File: src/sv/wma_pkg.sv
// Shared types and constants for the windowed moving average core.
// No dependencies; used by windowed_moving_average_core.
package wma_pkg;

  // Width of the window length register and of the fill count
  localparam int CNT_BITS = 8;

  // Window length after reset
  localparam logic [CNT_BITS-1:0] WINDOW_RESET = 8'd70;

  // Sequencer states
  typedef enum logic [2:0] {
    S_IDLE,
    S_EVICT,
    S_INSERT,
    S_ABS,
    S_DIV,
    S_FIX,
    S_DONE
  } state_t;

endpackage

File: src/sv/wma_ram.sv
// Generic single-write, single-read RAM with registered read data.
// No dependencies.
module wma_ram #(
  parameter int WIDTH = 16,
  parameter int DEPTH = 128
) (
  input  logic                     clk,
  input  logic                     we,
  input  logic [$clog2(DEPTH)-1:0] waddr,
  input  logic [WIDTH-1:0]         wdata,
  input  logic [$clog2(DEPTH)-1:0] raddr,
  output logic [WIDTH-1:0]         rdata
);

  logic [WIDTH-1:0] mem [DEPTH];

  // Write port
  always_ff @(posedge clk) begin
    if (we) begin
      mem[waddr] <= wdata;
    end
  end

  // Registered read port
  always_ff @(posedge clk) begin
    rdata <= mem[raddr];
  end

endmodule

File: src/sv/windowed_moving_average_core.sv
// Windowed moving average: each sample enters a ring of the most recent samples,
// the oldest is evicted once the window is full, and one item comes out per sample.
// Depends on wma_pkg and wma_ram.

// Each accepted sample (signed Q8.8) joins a window of at most window_length
// samples (clamped to 1..MAX_WINDOW); a full window drops its oldest sample
// first. Every sample yields one item: the mean of the held samples, truncated
// toward zero, and the number held. A write on the configuration channel sets
// window_length and empties the window. Each accepted sample passes through an
// evict step when the window is full, then insert, absolute value, the
// bit-serial restoring divider (SUM_BITS = SAMPLE_BITS + clog2(MAX_WINDOW) + 1
// quotient bits, one quotient bit per cycle on the same adder that maintains
// the running sum), sign fix and done; the divider takes most of the time. The
// block takes no new sample while it works; a finished item waits in the output
// register while the next sample is accepted, and a new result waits until that
// register is free. Samples live in a MAX_WINDOW-entry RAM.
module windowed_moving_average_core #(
  parameter int MAX_WINDOW  = 128,
  parameter int SAMPLE_BITS = 16
) (
  input  logic                          clk,
  input  logic                          rst,
  // configuration channel
  input  logic                          cfg_valid,
  output logic                          cfg_ready,
  input  logic [wma_pkg::CNT_BITS-1:0]  cfg_data,
  // sample channel
  input  logic                          in_valid,
  output logic                          in_ready,
  input  logic signed [SAMPLE_BITS-1:0] sample,
  // result channel
  output logic                          out_valid,
  input  logic                          out_ready,
  output logic signed [SAMPLE_BITS-1:0] average,
  output logic [wma_pkg::CNT_BITS-1:0]  fill_count
);

  localparam int PTR_BITS  = $clog2(MAX_WINDOW);
  localparam int SUM_BITS  = SAMPLE_BITS + PTR_BITS + 1;
  localparam int DCNT_BITS = $clog2(SUM_BITS);
  localparam int CNT_BITS  = wma_pkg::CNT_BITS;

  wma_pkg::state_t state, state_next;

  logic [CNT_BITS-1:0]    window_length;
  logic [CNT_BITS-1:0]    len_eff;
  logic [CNT_BITS-1:0]    held;
  logic [PTR_BITS-1:0]    wp;
  logic [PTR_BITS-1:0]    oldest;
  logic [SUM_BITS-1:0]    sum;
  logic [SAMPLE_BITS-1:0] sample_reg;
  logic                   evict;

  // divider registers
  logic [SUM_BITS-1:0]    quo;
  logic [CNT_BITS-1:0]    rem;
  logic                   neg;
  logic [DCNT_BITS-1:0]   dcnt;
  logic                   div_last;
  logic [CNT_BITS:0]      shifted;

  // shared adder
  logic [SUM_BITS-1:0]    alu_a;
  logic [SUM_BITS-1:0]    alu_b;
  logic                   alu_sub;
  logic [SUM_BITS-1:0]    alu_y;

  // ring memory
  logic                   ram_we;
  logic [SAMPLE_BITS-1:0] ram_rdata;

  int old_i;

  logic in_fire;
  logic cfg_fire;
  logic out_free;

  assign cfg_ready = (state == wma_pkg::S_IDLE);
  assign in_ready  = (state == wma_pkg::S_IDLE) && !cfg_valid;
  assign in_fire   = in_valid && in_ready;
  assign cfg_fire  = cfg_valid && cfg_ready;
  assign out_free  = !out_valid || out_ready;

  // Clamp the window length to 1..MAX_WINDOW
  always_comb begin
    if (window_length == '0) begin
      len_eff = CNT_BITS'(1);
    end else if (int'(window_length) > MAX_WINDOW) begin
      len_eff = CNT_BITS'(MAX_WINDOW);
    end else begin
      len_eff = window_length;
    end
  end

  // Locate the oldest held sample
  always_comb begin
    old_i = int'(wp) - int'(held);
    if (old_i < 0) begin
      old_i = old_i + MAX_WINDOW;
    end
    oldest = PTR_BITS'(old_i);
  end

  assign shifted  = {rem, quo[SUM_BITS-1]};
  assign div_last = (dcnt == DCNT_BITS'(SUM_BITS - 1));

  wma_ram #(
    .WIDTH (SAMPLE_BITS),
    .DEPTH (MAX_WINDOW)
  ) u_ring (
    .clk   (clk),
    .we    (ram_we),
    .waddr (wp),
    .wdata (sample_reg),
    .raddr (oldest),
    .rdata (ram_rdata)
  );

  // Next state
  always_comb begin
    state_next = state;
    case (state)
      wma_pkg::S_IDLE: begin
        if (in_fire) begin
          state_next = (held >= len_eff) ? wma_pkg::S_EVICT : wma_pkg::S_INSERT;
        end
      end
      wma_pkg::S_EVICT:  state_next = wma_pkg::S_INSERT;
      wma_pkg::S_INSERT: state_next = wma_pkg::S_ABS;
      wma_pkg::S_ABS:    state_next = wma_pkg::S_DIV;
      wma_pkg::S_DIV: begin
        if (div_last) begin
          state_next = wma_pkg::S_FIX;
        end
      end
      wma_pkg::S_FIX:    state_next = wma_pkg::S_DONE;
      wma_pkg::S_DONE: begin
        if (out_free) begin
          state_next = wma_pkg::S_IDLE;
        end
      end
      default:           state_next = wma_pkg::S_IDLE;
    endcase
  end

  // Steer the shared adder and the memory write
  always_comb begin
    alu_a   = '0;
    alu_b   = '0;
    alu_sub = 1'b0;
    ram_we  = 1'b0;
    case (state)
      wma_pkg::S_EVICT: begin
        alu_a   = sum;
        alu_b   = {{(SUM_BITS-SAMPLE_BITS){ram_rdata[SAMPLE_BITS-1]}}, ram_rdata};
        alu_sub = 1'b1;
      end
      wma_pkg::S_INSERT: begin
        alu_a   = sum;
        alu_b   = {{(SUM_BITS-SAMPLE_BITS){sample_reg[SAMPLE_BITS-1]}}, sample_reg};
        ram_we  = 1'b1;
      end
      wma_pkg::S_ABS: begin
        alu_b   = sum;
        alu_sub = sum[SUM_BITS-1];
      end
      wma_pkg::S_DIV: begin
        alu_a   = {{(SUM_BITS-CNT_BITS-1){1'b0}}, shifted};
        alu_b   = {{(SUM_BITS-CNT_BITS){1'b0}}, held};
        alu_sub = 1'b1;
      end
      wma_pkg::S_FIX: begin
        alu_b   = quo;
        alu_sub = neg;
      end
      default: begin
        alu_sub = 1'b0;
      end
    endcase
  end

  assign alu_y = alu_sub ? (alu_a - alu_b) : (alu_a + alu_b);

  // Sequencer and window state
  always_ff @(posedge clk) begin
    if (rst) begin
      state         <= wma_pkg::S_IDLE;
      window_length <= wma_pkg::WINDOW_RESET;
      held          <= '0;
      wp            <= '0;
      sum           <= '0;
      out_valid     <= 1'b0;
    end else begin
      state <= state_next;
      // Load the output register when a result is done, drop it once taken
      if (state == wma_pkg::S_DONE && out_free) begin
        out_valid <= 1'b1;
      end else if (out_valid && out_ready) begin
        out_valid <= 1'b0;
      end
      case (state)
        wma_pkg::S_IDLE: begin
          if (cfg_fire) begin
            window_length <= cfg_data;
            held          <= '0;
            wp            <= '0;
            sum           <= '0;
          end
        end
        wma_pkg::S_EVICT: begin
          sum  <= alu_y;
          held <= held - 1'b1;
        end
        wma_pkg::S_INSERT: begin
          sum  <= alu_y;
          held <= held + 1'b1;
          wp   <= (int'(wp) == MAX_WINDOW - 1) ? '0 : wp + 1'b1;
        end
        default: begin
          held <= held;
        end
      endcase
    end
  end

  // Hold the sample, run the divider, load the result
  always_ff @(posedge clk) begin
    if (in_fire) begin
      sample_reg <= sample;
      evict      <= (held >= len_eff);
    end
    case (state)
      wma_pkg::S_ABS: begin
        quo  <= alu_y;
        rem  <= '0;
        neg  <= sum[SUM_BITS-1];
        dcnt <= '0;
      end
      wma_pkg::S_DIV: begin
        dcnt <= dcnt + 1'b1;
        if (!alu_y[SUM_BITS-1]) begin
          rem <= alu_y[CNT_BITS-1:0];
          quo <= {quo[SUM_BITS-2:0], 1'b1};
        end else begin
          rem <= shifted[CNT_BITS-1:0];
          quo <= {quo[SUM_BITS-2:0], 1'b0};
        end
      end
      wma_pkg::S_FIX: begin
        quo <= alu_y;
      end
      wma_pkg::S_DONE: begin
        if (out_free) begin
          average    <= quo[SAMPLE_BITS-1:0];
          fill_count <= held;
        end
      end
      default: begin
        dcnt <= dcnt;
      end
    endcase
  end

  // A sample accepted into a full window always goes through eviction
  a_evict_path: assert property (@(posedge clk) disable iff (rst)
    (state == wma_pkg::S_INSERT && $past(state) == wma_pkg::S_IDLE) |-> !evict)
    else $error("full window skipped eviction");

  // Window never holds more samples than its length
  a_held_bound: assert property (@(posedge clk) disable iff (rst)
    held <= len_eff)
    else $error("window overfilled");

  // Divider remainder stays below the divisor
  a_rem_bound: assert property (@(posedge clk) disable iff (rst)
    (state == wma_pkg::S_DIV) |-> (rem < held))
    else $error("divider remainder out of range");

  // A delivered item never reports an empty window
  a_fill_nonzero: assert property (@(posedge clk) disable iff (rst)
    out_valid |-> (fill_count != '0))
    else $error("item with empty window");

endmodule
File: config.mk
export PLATFORM = sky130hd
export DESIGN_NAME = windowed_moving_average_core
export DESIGN_NICKNAME = d
export VERILOG_FILES = /design/src/sv/wma_pkg.sv /design/src/sv/wma_ram.sv /design/src/sv/windowed_moving_average_core.sv
export SDC_FILE = /design/constraint.sdc
export NUM_CORES = 2
export LEC_CHECK = 0
export BUFFER_PORTS_ARGS = -buffer_cell sky130_fd_sc_hd__buf_2
export CAP_MARGIN = 20
export CELL_PAD_IN_SITES_DETAIL_PLACEMENT = 2
export CELL_PAD_IN_SITES_GLOBAL_PLACEMENT = 2
export CORE_MARGIN = 2
export CORE_UTILIZATION = 51
export CTS_BUF_LIST = sky130_fd_sc_hd__clkbuf_16
export CTS_CLUSTER_SIZE = 8
export DETAILED_ROUTE_END_ITERATION = 6
export GPL_TIMING_DRIVEN = 0
export HOLD_SLACK_MARGIN = 0.12
export PLACE_DENSITY_LB_ADDON = 0.3
export SLEW_MARGIN = 20
export SYNTH_ARGS = -nofsm -noshare
export SYNTH_HDL_FRONTEND = slang
export SYNTH_SLANG_ARGS = --single-unit
export TNS_END_PERCENT = 100
File: constraint.sdc
create_clock -name clk -period 8.5 [get_ports clk]
set_input_delay 2.55 -clock clk [delete_from_list [all_inputs] [get_ports clk]]
set_output_delay 2.55 -clock clk [all_outputs]
set_load 0.1 [all_outputs]
==> flow_summary.rst <==
.. list-table::
   :header-rows: 1

   * - Metric
     - Value
   * - Number of violations of the max-capacitance limit
     - 0
   * - Hold Fails Final Rpt
     - 0
   * - Reg2Reg Launch Point
     - state[1]
   * - Utilization of the core after routing
     - 60.6%
   * - Final worst-path setup slack
     - 0.446 ns
   * - Xor/xnor cell area share of the yosys netlist
     - less than 1%
   * - Worst setup slack for register-to-register paths
     - about 0.45 ns
   * - Largest regs
     - u_ring.mem x2048, quo x24, sum x24
   * - Maximum level of the CTS H-tree
     - 5
   * - Max Freq
     - 124 MHz
   * - Die Height
     - 417 um
   * - Critical register-to-register path endpoint
     - rem[6]
   * - Clock tree skew after final layout
     - ~0.080 ns
   * - Max transition margin
     - 15.8%
   * - Cell occurring most often along the worst timing path
     - sky130_fd_sc_hd__buf_6
   * - Longest individual stage delay on the worst path
     - around 1.0 ns
   * - Final global-route overflow total
     - 0
   * - Worst-case setup slack after placement
     - 1.37 ns
   * - Synth warn
     - 0
   * - GR Util All Layers
     - a little over two fifths
   * - Setup crit start kind
     - flip-flop
   * - Net Count, Synth
     - just over 4000
   * - Final Critical Period
     - roughly 8 ns
   * - Post-synthesis cell area
     - a little under 90000 um2
   * - Insertion delay to the later sink of the worst-skew pair
     - between 0.9 and 1 ns
   * - Final Wtd Congestion
     - about 0.87
   * - Root buffer cell
     - sky130_fd_sc_hd__clkbuf_16
   * - Reg with most FFs
     - u_ring.mem
   * - Highest ir drop seen on vdd
     - 372 uV
   * - Min-delay src
     - window_length[7]
   * - Cell taking the most area after synthesis
     - sky130_fd_sc_hd__edfxtp_1
   * - Via count of the first global-routing pass
     - about 53000
   * - Detailed-route via count
     - ~52000
   * - Clock Tree Buf Depth
     - 4
   * - Number of antenna violations at the first check in global routing
     - 30
   * - Remaining routing DRC violations
     - 0
   * - TritonCTS clock tree
     - done
   * - Number of standard cells in the layout, taps in and fillers out
     - ~6900
   * - Library cell with the highest instance count after synthesis
     - sky130_fd_sc_hd__edfxtp_1
   * - Critical path arrival
     - approximately 8.7 ns
   * - Number of unique standard cell types used by synthesis
     - slightly below 80
   * - Share of the synthesized area in compound gates (AO/OA/AOI/OAI)
     - under 10%
   * - Cell Chain, Critical Path
     - buf_6 -> buf_6 -> buf_6 -> inv_1 -> a222oi_1 -> ha_1 -> nor3b_1 -> nand4_1 -> nor4_1 -> nor2_1 -> mux2i_1 -> nor2_1 -> ha_1 -> nand4_1 -> inv_1 -> and3_1 -> a21oi_1 -> a21oi_1 -> a31o_1 -> buf_2 -> clkbuf_1 -> o21ai_0
   * - Overall die area
     - about 170000 um2
   * - Number of cells traversed by the worst register-to-register path
     - 22
   * - Mean instance size in the synthesized netlist
     - ~22 um2
   * - Count of cells along the worst hold path
     - 2
   * - Slowest stage cell, crit path
     - sky130_fd_sc_hd__nor4_1
   * - Filler cell count
     - 13144
   * - P&R area growth vs syn
     - 17.9%
   * - CTS buffer count
     - 324
   * - Wire length per cell
     - between 50 and 60 um
   * - Setup repair after global routing missed its margin
     - no
   * - Largest fanout on the critical path
     - 10
   * - FP Rows
     - 151
   * - Post-CTS Resized
     - 0
   * - Cells taking the most area after synthesis
     - sky130_fd_sc_hd__edfxtp_1, sky130_fd_sc_hd__mux4_2, sky130_fd_sc_hd__dfxtp_1, sky130_fd_sc_hd__mux2i_1, sky130_fd_sc_hd__nor2_1
   * - Post-synthesis mux area share
     - between 10% and 20%
   * - DRT antenna net count
     - 0
   * - Leakage power
     - around 33 nW
   * - Classification of the worst setup path
     - flip-flop to flip-flop
   * - Num Clock Sinks
     - around 2200
   * - Drt first pass iters
     - 6
   * - Main combinational cell family by area after synthesis
     - multiplexers
   * - Simple-gate portion of the synthesized area
     - roughly 2.6%
   * - Final nets
     - between 4000 and 5000
   * - Clk pin slew, worst setup/hold paths
     - around 0.050 ns
   * - Number of standard cells after synthesis
     - ~4000
   * - Post-CTS Repair Setup Buffers
     - 0
   * - Largest net degree at the start of global routing
     - 29
   * - Count of flip-flops with a built-in enable after synthesis
     - between 2000 and 2500
   * - Endpoint of the worst hold-timing path
     - window_length[7]
   * - Most instantiated flip-flop cell in the synthesis netlist
     - sky130_fd_sc_hd__edfxtp_1
   * - Total detailed-routing wirelength
     - 362000 um
   * - Fin crit share
     - 94.7%
   * - Post-placement cell count
     - 6528
   * - Final number of setup-violating endpoints
     - 0
   * - Register bit count reported by yosys
     - roughly 2200
   * - Most instantiated cells after synthesis
     - sky130_fd_sc_hd__edfxtp_1, sky130_fd_sc_hd__mux4_2, sky130_fd_sc_hd__nor2_1
   * - Vias per Instance
     - around 7.5
   * - Run status
     - finished, final reports clean
   * - Total count of max-transition violations in the final report
     - 0
   * - Core box area
     - between 150000 and 200000 um2
   * - Detail Placement HPWL
     - roughly 230000 um
   * - Post-synthesis share of cell area spent on full adders, half adders and majority gates
     - 0.730%
   * - Number of flip-flops under the largest register name
     - about 2000
   * - Setup Total Neg Slack
     - 0 ns
   * - Areal power density over the cells
     - about 480 nW/um2
   * - Hold Buf Count CTS
     - 0
   * - Transition at the pin with the smallest max-transition slack
     - about 1.2 ns
   * - Share of layout cells above drive strength 1
     - roughly 32%
   * - Initial standard-cell utilization of the core
     - 51.3%
   * - Boundary Pins
     - 56
   * - Post-synthesis sequential area ratio
     - around three quarters
   * - Post-synth top area share
     - between 70% and 80%
   * - Asr flop ratio synth
     - 0%
   * - Min-Delay Path Class
     - flip-flop to flip-flop
   * - Number of design-rule violations left by the first detailed-router iteration
     - ~9000
   * - Req. time, crit path
     - 9.12 ns
   * - Worst setup EP type
     - flip-flop
   * - # port buffers
     - 54
   * - Global-route wire length before repair
     - between 400000 and 500000 um
   * - Die outline width
     - 417 um
==> logic make-up (layout without fill, tap and decap cells) <==
group | count (synthesis) | in the layout
buffers and inverters | 248 | 919
other | 0 | 5
adder cells (fa/ha/maj) | 49 | 49
AND/OR/NAND/NOR | 468 | 468
XOR/XNOR | 52 | 52
multiplexers | 789 | 789
AO/OA/AOI/OAI | 229 | 229
flip-flops | 2193 | 2193
==> power by group <==
group          switching, mW  internal (mW)  leakage [nW]
combinational           16.1           9.18          9.36
sequential             0.267           12.3          19.7
clock                   5.00           6.83          4.36
total                   21.3           28.3          33.4
==> critical path, delay by kind of cell, from the launching register on <==
kind            cells  cell delay [ns]
buf+inv             7             1.76
mux                 1             0.21
compound gates      5             1.85
simple gates        7             2.68
flops               1             0.42
fa+ha+maj           2             0.77
==> worst max-delay path by stage <==
| stage | startpoint | end | slack [ns] |
|---|---|---|---|
| 6_report | state[1] | rem[6] | 0.45 |
| 5_1_grt | state[1] | rem[6] | 0.36 |
| 4_1_cts | state[1] | rem[6] | 0.81 |
| 3_5_place_dp | state[1] | rem[6] | 1.37 |
| 3_3_place_gp | sample_reg[8] | quo[23] | 0.004 |
| 2_1_floorplan | cfg_valid | in_ready | 0.54 |
==> final cells by class <==
cell class,count,area (um2),area share [%]
Timing Repair Buffer,286,3770,3.67
Tap cell,2218,2780,2.70
Inverter,28,105,0.102
Clock inverter,55,277,0.269
Multi-Input combinational cell,1587,21300,20.7
Antenna cell,5,12.5,0.0122
Sequential cell,2193,65200,63.5
Clock buffer,330,8260,8.05
Buffer,220,953,0.929
==> metrics by stage <==
stage	instance area (um2)	hold slack [ns]	power, mW
2_1_floorplan	87000	0.435	26.0
3_3_place_gp	90100	0.461	34.1
3_5_place_dp	94000	0.467	35.9
4_1_cts	103000	0.489	48.8
5_1_grt	103000	0.511	49.9
6_report	103000	0.488	49.7
==> metal layers <==
metal,GRT usage (%),share of wire (%),up-vias
met1,55.9,36,27991
met5,0,0.039,-
met3,9.44,10,1296
met4,25.3,7.5,20
met2,65.1,46,4901
li1,-,-,18024
==> layout by cell type, fill, tap and decap left out, types with 67 or more instances in the layout <==
cell                        Yosys  routed
sky130_fd_sc_hd__a21oi_1       71      71
sky130_fd_sc_hd__buf_2          4      68
sky130_fd_sc_hd__buf_8          0     144
sky130_fd_sc_hd__clkbuf_1     162     130
sky130_fd_sc_hd__clkbuf_16      0     330
sky130_fd_sc_hd__dfxtp_1       67      67
sky130_fd_sc_hd__edfxtp_1    2126    2126
sky130_fd_sc_hd__inv_1         26      74
sky130_fd_sc_hd__mux2i_1      101     100
sky130_fd_sc_hd__mux4_2       640     640
sky130_fd_sc_hd__nand2_1       99      98
sky130_fd_sc_hd__nor2_1       201      75
sky130_fd_sc_hd__nor2_2         1     106
Note: power is estimated with default switching activity, not from simulation.
